### src/rtl/core/ptg_pkg.sv
package ptg_pkg;

  localparam int GenW   = 32;
  localparam int TimeW  = 64;
  localparam int DelayW = 32;

  typedef enum logic [1:0] {
    ACT_RESET_START = 2'd0,
    ACT_SELFID_DONE = 2'd1,
    ACT_CHECK_GATE  = 2'd2,
    ACT_CHECK_BM    = 2'd3
  } action_t;

  typedef enum logic [1:0] {
    GS_CLOSED     = 2'd0,
    GS_OPEN       = 2'd1,
    GS_EXPIRED    = 2'd2,
    GS_SUPPRESSED = 2'd3
  } gate_state_t;

  typedef enum logic [1:0] {
    GATE_INCUMBENT    = 2'd0,
    GATE_NONINCUMBENT = 2'd1,
    GATE_IRM          = 2'd2,
    GATE_ISO          = 2'd3
  } gate_sel_t;

  typedef enum logic [1:0] {
    CLS_INCUMBENT    = 2'd0,
    CLS_NONINCUMBENT = 2'd1,
    CLS_NONE         = 2'd2
  } cand_class_t;

  // Configuration register indexes.
  localparam logic [1:0] REG_BM_NONINC_DELAY = 2'd0;
  localparam logic [1:0] REG_IRM_DELAY       = 2'd1;
  localparam logic [1:0] REG_ISO_DELAY       = 2'd2;

  typedef struct packed {
    logic             valid;
    logic [GenW-1:0]  generation;
    logic [TimeW-1:0] anchor_time;
    logic [TimeW-1:0] noninc_open;
    logic [TimeW-1:0] irm_open;
    logic [TimeW-1:0] iso_open;
  } anchor_t;

  typedef struct packed {
    logic [GenW-1:0]  generation;
    logic [TimeW-1:0] now;
    gate_sel_t        sel;
    logic             suppress;
  } query_t;

  typedef struct packed {
    gate_state_t      gate_state;
    logic             allowed;
    logic [TimeW-1:0] remaining;
    logic [TimeW-1:0] age;
    logic [TimeW-1:0] anchor;
    logic [TimeW-1:0] allowed_at;
  } result_t;

endpackage

### src/rtl/core/post_reset_timing_gate.sv
// Path: a beat accepted into the input register has its result written to the
//   output register as it leaves, and the result is held there until taken.
// Throughput: one beat per cycle, held back only when the output register is
//   full and out_tready is low; events that give no result never wait on it.
// Reset: rst_n is synchronous and active low; it clears the anchor, all open
//   times and both valid flags and loads the delay registers with defaults.
module post_reset_timing_gate (
  input  logic         clk,
  input  logic         rst_n,
  // Input stream.
  input  logic         in_tvalid,
  output logic         in_tready,
  input  logic [95:0]  in_tdata,   // [31:0] generation, [95:32] time_ns
  input  logic [5:0]   in_tuser,   // [1:0] action, [3:2] gate_select, [5:4] candidate_class
  // Result stream.
  output logic         out_tvalid,
  input  logic         out_tready,
  output logic [255:0] out_tdata,  // [63:0] remaining_ns, [127:64] age_ns,
                                   // [191:128] anchor_ns, [255:192] allowed_at_ns
  output logic [2:0]   out_tuser,  // [1:0] gate_state, [2] allowed
  // Configuration writes.
  input  logic         cfg_valid,
  output logic         cfg_ready,
  input  logic [1:0]   cfg_index,
  input  logic [31:0]  cfg_data
);

  // The design is two register stages. The input register holds the beat
  // that is being worked on; in that cycle the event updates the anchor
  // state or the query is evaluated against it, and a query result lands in
  // the output register. Because the state is updated as the beat leaves the
  // input register, the next beat always sees the effect of the one before.

  localparam logic [ptg_pkg::DelayW-1:0] BmDelayReset  = 32'd125000000;
  localparam logic [ptg_pkg::DelayW-1:0] IrmDelayReset = 32'd625000000;
  localparam logic [ptg_pkg::DelayW-1:0] IsoDelayReset = 32'd1000000000;

  // Configuration registers. Writes are always taken; an index past the last
  // register is simply dropped.
  logic [ptg_pkg::DelayW-1:0] bm_delay_r, bm_delay_nxt;
  logic [ptg_pkg::DelayW-1:0] irm_delay_r, irm_delay_nxt;
  logic [ptg_pkg::DelayW-1:0] iso_delay_r, iso_delay_nxt;

  assign cfg_ready = 1'b1;

  always_comb begin
    bm_delay_nxt  = bm_delay_r;
    irm_delay_nxt = irm_delay_r;
    iso_delay_nxt = iso_delay_r;
    if (cfg_valid) begin
      unique case (cfg_index)
        ptg_pkg::REG_BM_NONINC_DELAY: bm_delay_nxt  = cfg_data;
        ptg_pkg::REG_IRM_DELAY:       irm_delay_nxt = cfg_data;
        ptg_pkg::REG_ISO_DELAY:       iso_delay_nxt = cfg_data;
        default: ;
      endcase
    end
  end

  always_ff @(posedge clk) begin
    if (!rst_n) begin
      bm_delay_r  <= BmDelayReset;
      irm_delay_r <= IrmDelayReset;
      iso_delay_r <= IsoDelayReset;
    end else begin
      bm_delay_r  <= bm_delay_nxt;
      irm_delay_r <= irm_delay_nxt;
      iso_delay_r <= iso_delay_nxt;
    end
  end

  // Input register.
  logic                       s1_valid_r, s1_valid_nxt;
  ptg_pkg::action_t           s1_action_r;
  logic [ptg_pkg::GenW-1:0]   s1_gen_r;
  logic [ptg_pkg::TimeW-1:0]  s1_time_r;
  logic [1:0]                 s1_sel_r;
  logic [1:0]                 s1_cls_r;

  logic s1_has_result;
  logic s1_adv;
  logic in_beat;

  // Output register.
  logic             out_valid_r, out_valid_nxt;
  ptg_pkg::result_t out_result_r;

  assign s1_has_result = (s1_action_r == ptg_pkg::ACT_CHECK_GATE) ||
                         (s1_action_r == ptg_pkg::ACT_CHECK_BM);
  // A beat leaves the input register when it makes no result or when the
  // output register is empty or being drained in this cycle.
  assign s1_adv    = s1_valid_r && (!s1_has_result || !out_valid_r || out_tready);
  assign in_tready = !s1_valid_r || s1_adv;
  assign in_beat   = in_tvalid && in_tready;

  always_comb begin
    s1_valid_nxt = s1_valid_r;
    if (in_beat) begin
      s1_valid_nxt = 1'b1;
    end else if (s1_adv) begin
      s1_valid_nxt = 1'b0;
    end
  end

  always_ff @(posedge clk) begin
    if (!rst_n) begin
      s1_valid_r <= 1'b0;
    end else begin
      s1_valid_r <= s1_valid_nxt;
    end
  end

  always_ff @(posedge clk) begin
    if (in_beat) begin
      s1_action_r <= ptg_pkg::action_t'(in_tuser[1:0]);
      s1_sel_r    <= in_tuser[3:2];
      s1_cls_r    <= in_tuser[5:4];
      s1_gen_r    <= in_tdata[31:0];
      s1_time_r   <= in_tdata[95:32];
    end
  end

  // Map the query onto a gate. A bus-manager check picks the gate from the
  // candidate class; anything other than incumbent or non-incumbent is
  // treated as a node that is not a candidate.
  ptg_pkg::query_t query;

  always_comb begin
    query.generation = s1_gen_r;
    query.now        = s1_time_r;
    query.sel        = ptg_pkg::GATE_INCUMBENT;
    query.suppress   = 1'b0;
    unique case (s1_action_r)
      ptg_pkg::ACT_CHECK_GATE: begin
        query.sel = ptg_pkg::gate_sel_t'(s1_sel_r);
      end
      ptg_pkg::ACT_CHECK_BM: begin
        unique case (s1_cls_r)
          ptg_pkg::CLS_INCUMBENT:    query.sel = ptg_pkg::GATE_INCUMBENT;
          ptg_pkg::CLS_NONINCUMBENT: query.sel = ptg_pkg::GATE_NONINCUMBENT;
          default: begin
            query.sel      = ptg_pkg::GATE_NONINCUMBENT;
            query.suppress = 1'b1;
          end
        endcase
      end
      ptg_pkg::ACT_RESET_START, ptg_pkg::ACT_SELFID_DONE: ;
    endcase
  end

  // Anchor state.
  ptg_pkg::anchor_t anchor_r, anchor_nxt;

  always_comb begin
    anchor_nxt = anchor_r;
    if (s1_adv) begin
      unique case (s1_action_r)
        ptg_pkg::ACT_RESET_START: begin
          // The anchor is dropped, but the generation is taken from the reset event.
          anchor_nxt            = '0;
          anchor_nxt.generation = s1_gen_r;
        end
        ptg_pkg::ACT_SELFID_DONE: begin
          // Open times wrap modulo 2^64 but are compared as plain unsigned values.
          anchor_nxt.valid       = 1'b1;
          anchor_nxt.generation  = s1_gen_r;
          anchor_nxt.anchor_time = s1_time_r;
          anchor_nxt.noninc_open = s1_time_r + {32'd0, bm_delay_r};
          anchor_nxt.irm_open    = s1_time_r + {32'd0, irm_delay_r};
          anchor_nxt.iso_open    = s1_time_r + {32'd0, iso_delay_r};
        end
        ptg_pkg::ACT_CHECK_GATE, ptg_pkg::ACT_CHECK_BM: ;
      endcase
    end
  end

  always_ff @(posedge clk) begin
    if (!rst_n) begin
      anchor_r <= '0;
    end else begin
      anchor_r <= anchor_nxt;
    end
  end

  ptg_pkg::result_t eval_result;

  ptg_eval u_eval (
    .anchor_i (anchor_r),
    .query_i  (query),
    .result_o (eval_result)
  );

  always_comb begin
    out_valid_nxt = out_valid_r;
    if (s1_adv && s1_has_result) begin
      out_valid_nxt = 1'b1;
    end else if (out_tready) begin
      out_valid_nxt = 1'b0;
    end
  end

  always_ff @(posedge clk) begin
    if (!rst_n) begin
      out_valid_r <= 1'b0;
    end else begin
      out_valid_r <= out_valid_nxt;
    end
  end

  always_ff @(posedge clk) begin
    if (s1_adv && s1_has_result) begin
      out_result_r <= eval_result;
    end
  end

  assign out_tvalid = out_valid_r;
  assign out_tdata  = {out_result_r.allowed_at, out_result_r.anchor,
                       out_result_r.age, out_result_r.remaining};
  assign out_tuser  = {out_result_r.allowed, out_result_r.gate_state};

endmodule

### src/rtl/core/ptg_eval.sv
// Evaluates one gate query against the stored anchor.
module ptg_eval (
  input  ptg_pkg::anchor_t anchor_i,
  input  ptg_pkg::query_t  query_i,
  output ptg_pkg::result_t result_o
);

  logic [ptg_pkg::TimeW-1:0] open_time;

  always_comb begin
    unique case (query_i.sel)
      ptg_pkg::GATE_INCUMBENT:    open_time = anchor_i.anchor_time;
      ptg_pkg::GATE_NONINCUMBENT: open_time = anchor_i.noninc_open;
      ptg_pkg::GATE_IRM:          open_time = anchor_i.irm_open;
      default:                    open_time = anchor_i.iso_open;
    endcase
  end

  always_comb begin
    result_o            = '0;
    result_o.gate_state = ptg_pkg::GS_CLOSED;
    if (anchor_i.valid) begin
      result_o.anchor = anchor_i.anchor_time;
      if (query_i.generation != anchor_i.generation) begin
        result_o.gate_state = ptg_pkg::GS_EXPIRED;
      end else begin
        result_o.allowed_at = open_time;
        if (query_i.now >= anchor_i.anchor_time) begin
          result_o.age = query_i.now - anchor_i.anchor_time;
        end
        if (query_i.now >= open_time) begin
          result_o.gate_state = ptg_pkg::GS_OPEN;
          result_o.allowed    = 1'b1;
        end else begin
          result_o.remaining = open_time - query_i.now;
        end
      end
    end
    // A node that is not a candidate keeps the timing fields but never passes.
    if (query_i.suppress) begin
      result_o.gate_state = ptg_pkg::GS_SUPPRESSED;
      result_o.allowed    = 1'b0;
    end
  end

endmodule

### config.mk
export PLATFORM = sky130hd
export DESIGN_NAME = post_reset_timing_gate
export DESIGN_NICKNAME = d
export VERILOG_FILES = /design/src/rtl/core/ptg_pkg.sv /design/src/rtl/core/post_reset_timing_gate.sv /design/src/rtl/core/ptg_eval.sv
export SDC_FILE = /design/constraint.sdc
export NUM_CORES = 2
export LEC_CHECK = 0
export BUFFER_PORTS_ARGS = -buffer_cell sky130_fd_sc_hd__buf_2
export CORE_ASPECT_RATIO = 1.5
export CORE_MARGIN = 10
export CORE_UTILIZATION = 55
export DETAILED_ROUTE_END_ITERATION = 10
export PLACE_DENSITY = 0.81
export SLEW_MARGIN = 20
export SYNTH_ARGS = -nofsm -noshare
export SYNTH_HDL_FRONTEND = slang
export SYNTH_SLANG_ARGS = --single-unit
export TNS_END_PERCENT = 1
### constraint.sdc
create_clock -name clk -period 13.1 [get_ports clk]
set_input_delay 1.965 -clock clk [delete_from_list [all_inputs] [get_ports clk]]
set_output_delay 1.965 -clock clk [all_outputs]
set_load 0.01 [all_outputs]
==> results.sh <==
export IMPL_status="complete, no violations"
export IMPL_wl_um=145000
export IMPL_hold_start="anchor_r[62]$_SDFFE_PN0P_"
export IMPL_final_common_cell="nand2_1"
export IMPL_period_needed_ns=6.79
export IMPL_r2r_slack_ns=6.31
export IMPL_arrival_ns=7.16
export IMPL_clk_insertion_delay_late_ns=0.67
export IMPL_antenna_found_initial=8
export IMPL_slew_viol_final=0
export IMPL_maxCapViolCount=0
export IMPL_synth_ff_type="dfxtp_1"
export IMPL_gr_usage_all_layers_pct=31.7
export IMPL_grt_setup_unrepaired="no"
export IMPL_drt_iter0_drc=2944
export IMPL_synthCells=4724
export IMPL_clk_path_buf_depth=3
export IMPL_routedWlPerCell_um=24.1
export IMPL_grt_pass1_vias=35714
export IMPL_netlist_area_sq_um=42300
export IMPL_worstReg2RegStart="s1_action_r[0]$_DFFE_PP_"
export IMPL_cp_required_ns=13.47
export IMPL_r2r_end="out_tdata[32]$_SDFFCE_PP0P_"
export IMPL_timing_final_crit_share_pct=51.8
export IMPL_start_util_pct=55.5
export IMPL_setup_viol=0
export IMPL_worst_setup_path_start_kind="flip-flop"
export IMPL_slew_headroom_pct=3.60
export IMPL_ioPinCount=403
export IMPL_numPortBuffers=401
export IMPL_avgViaCountPerCell=6.04
export IMPL_cts_clk_slew_worst_paths_ns=0.06
export IMPL_fmax_mhz=147
export IMPL_hold_viol_final=0
export IMPL_ys_warn_count=0
export IMPL_synth_avg_cell_area_sq_um=8.95
export IMPL_root_buffer="clkbuf_16"
export IMPL_grt_pass1_wl_um=214000
export IMPL_yosys_cell_types_count=104
export IMPL_numCtsBuffers=75
export IMPL_min_to="anchor_r[62]$_SDFFE_PN0P_"
export IMPL_ctsResizeCount=0
export IMPL_p_leak_nw=18.8
export IMPL_layout_common_cells="753 x nand2_1, 400 x buf_2, 387 x dfxtp_1"
export IMPL_p_per_area_nw_per_um2=121
export IMPL_syn_to_final_growth_pct=12.0
export IMPL_grt_start_max_net_pins=184
export IMPL_worstMarginPinSlew_ns=1.45
export IMPL_num_rows=124
export IMPL_die_area_sq_um=88600
export IMPL_layout_nets=5322
export IMPL_routabilityCongestion=0.971
export IMPL_cts_tree="built"
export IMPL_peakVddDrop_uv=109
export IMPL_critPathKind="reg2reg"
export IMPL_r2r_cells=18
export IMPL_synth_edf_count=361
export IMPL_ys_ff_latch=748
export IMPL_cts_sinks=748
export IMPL_cts_htree_levels=3
export IMPL_final_fill_count=6507
export IMPL_syn_nets=5094
export IMPL_yosysSeqAreaShare_pct=44.0
export IMPL_multi_input_area_sq_um=21900
export IMPL_ys_async_sr_fraction_pct=0
export IMPL_antenna_left=0
export IMPL_min_delay_path_depth=2
export IMPL_crit_fanout=66
export IMPL_cts_setup_buffers=0
export IMPL_min_path_type="reg2reg"
export IMPL_power_w=0.00574
export IMPL_crit_path_end_kind="flip-flop"
export IMPL_coreArea_sq_um=76200
export IMPL_ff_latch_area_sq_um=18600
export IMPL_holdBufCountCts=0
export IMPL_fin_tns_setup_ns=0
export IMPL_drt_pass1_iterations=8
export IMPL_clock_skew_ns=0.0283
export IMPL_die_w_um=246
export IMPL_die_h_um=360
export IMPL_drc=0
export IMPL_hpwl_um=110000
export IMPL_vias=36363
export IMPL_drive_gt1_share_pct=12.5
export IMPL_grt_remaining_overflow=0
cell families after synthesis:
logic type	synth area share, %
AOI/OAI and AO/OA	19.3
xor gates and xnor gates	6.67
adders and majority gates	6.87
buffers and inverters	4.39
DFF	44.0
muxes	0.0237
other	0.00887
and+or+nand+nor	18.8
cell type report:
type	count	share of cell area, %
multi-input combinational	3504	46.3
sequential	748	39.3
timing repair buffer	436	4.84
clock buffer	107	4.57
tap	1008	2.66
inverter	187	1.48
clock inverter	32	0.822
antenna	2	0.0106
flip-flops by register name, indices dropped and copies added, names as in the netlist:
signal and count:
anchor_r 289, bm_delay_r 32, irm_delay_r 32, iso_delay_r 32, out_tdata 256, out_tuser 3, out_tvalid 1, s1_action_r 2
s1_cls_r 2, s1_gen_r 32, s1_sel_r 2, s1_time_r 64, s1_valid_r 1
worst max path at each step:
stage                             start                     endpoint  cells after the start
2_1_floorplan                out_tready   out_tdata[0]$_SDFFCE_PP0P_                      2
3_3_place_gp   s1_action_r[0]$_DFFE_PP_   out_tdata[3]$_SDFFCE_PP0P_                     16
3_5_place_dp   s1_action_r[0]$_DFFE_PP_  out_tdata[32]$_SDFFCE_PP0P_                     18
4_1_cts        s1_action_r[0]$_DFFE_PP_  out_tdata[32]$_SDFFCE_PP0P_                     18
5_1_grt        s1_action_r[0]$_DFFE_PP_  out_tdata[36]$_SDFFCE_PP0P_                     18
6_report       s1_action_r[0]$_DFFE_PP_  out_tdata[32]$_SDFFCE_PP0P_                     18
synthesized netlist by cell type (7+ instances only):
| master | instances | area share [%] |
|---|---|---|
| nand2_1 | 754 | 6.7 |
| dfxtp_1 | 387 | 18 |
| edfxtp_1 | 361 | 26 |
| nor2_1 | 343 | 3.0 |
| clkbuf_1 | 238 | 2.1 |
| a21oi_1 | 231 | 2.7 |
| ha_1 | 224 | 6.6 |
| xnor2_1 | 209 | 4.3 |
| o21ai_0 | 200 | 2.4 |
| inv_1 | 184 | 1.6 |
| a21boi_0 | 181 | 3.2 |
| nand3_1 | 177 | 2.1 |
| and2_1 | 141 | 2.1 |
| a21o_1 | 138 | 2.5 |
| xor2_1 | 113 | 2.3 |
| a31oi_1 | 85 | 1.3 |
| a211oi_1 | 81 | 1.4 |
| nor2b_1 | 74 | 1.1 |
| nand4_1 | 73 | 1.1 |
| o21ai_1 | 57 | 0.67 |
| o21bai_1 | 54 | 0.96 |
| nor3_1 | 45 | 0.53 |
| a22oi_1 | 44 | 0.78 |
| o21a_1 | 32 | 0.57 |
| buf_2 | 25 | 0.30 |
| nor4_1 | 25 | 0.37 |
| nand2b_1 | 22 | 0.33 |
| and3_1 | 19 | 0.28 |
| buf_1 | 11 | 0.098 |
| o31ai_1 | 10 | 0.18 |
| a221oi_1 | 9 | 0.19 |
| and4_1 | 9 | 0.19 |
| buf_4 | 8 | 0.14 |
| or3_1 | 8 | 0.12 |
| o211ai_1 | 7 | 0.12 |
where the power goes:
part | internal (W) | leakage [nW] | switching [W] | total (W)
registers | 0.00251 | 6.78 | 0.0000795 | 0.00259
logic | 0.000313 | 10.8 | 0.000562 | 0.000875
clock network | 0.00130 | 1.25 | 0.000970 | 0.00227
total | 0.00413 | 18.8 | 0.00161 | 0.00574
through the flow:
| stage | util (%) | std cells | worst slack, ns | hold WS, ns | area (sq um) |
|---|---|---|---|---|---|
| 6_report | 62.1 | 6024 | 6.31 | 0.437 | 47300 |
| 5_1_grt | 62.1 | 6022 | 5.97 | 0.464 | 47300 |
| 4_1_cts | 62.1 | 6022 | 6.47 | 0.441 | 47300 |
| 3_5_place_dp | 58.8 | 5883 | 6.52 | 0.433 | 44800 |
| 3_3_place_gp | 58.8 | 5883 | 6.52 | 0.426 | 44800 |
| 2_1_floorplan | - | 4724 | 3.81 | 0.417 | 42300 |
per-layer routing:
metal | wire length, um | vias up | part of all wire (%) | global-route usage, %
met4 | 14000 | 16 | 9.6 | 27.1
met2 | 73700 | 1485 | 51 | 56.1
met1 | 49200 | 17260 | 34 | 31.5
met3 | 8490 | 532 | 5.8 | 5.54
li1 | - | 17070 | - | -
met5 | 100 | - | 0.069 | 0
critical path: stages, from the launching register on:
cell and delay (ns):
edfxtp_1 0.32, buf_4 0.35, buf_4 0.61, a21o_4 0.64, buf_4 0.65, a211oi_1 0.17
a31oi_1 0.28, ha_1 0.34, nor2b_1 0.18, o21ai_1 0.18, a21oi_1 0.13, nor2_1 0.17
o21bai_1 0.17, a211oi_2 0.56, o221ai_2 0.30, a221o_1 0.40, o211ai_4 0.09, buf_4 0.60
nor2_1 0.13
(Power assumes the default switching activity.)
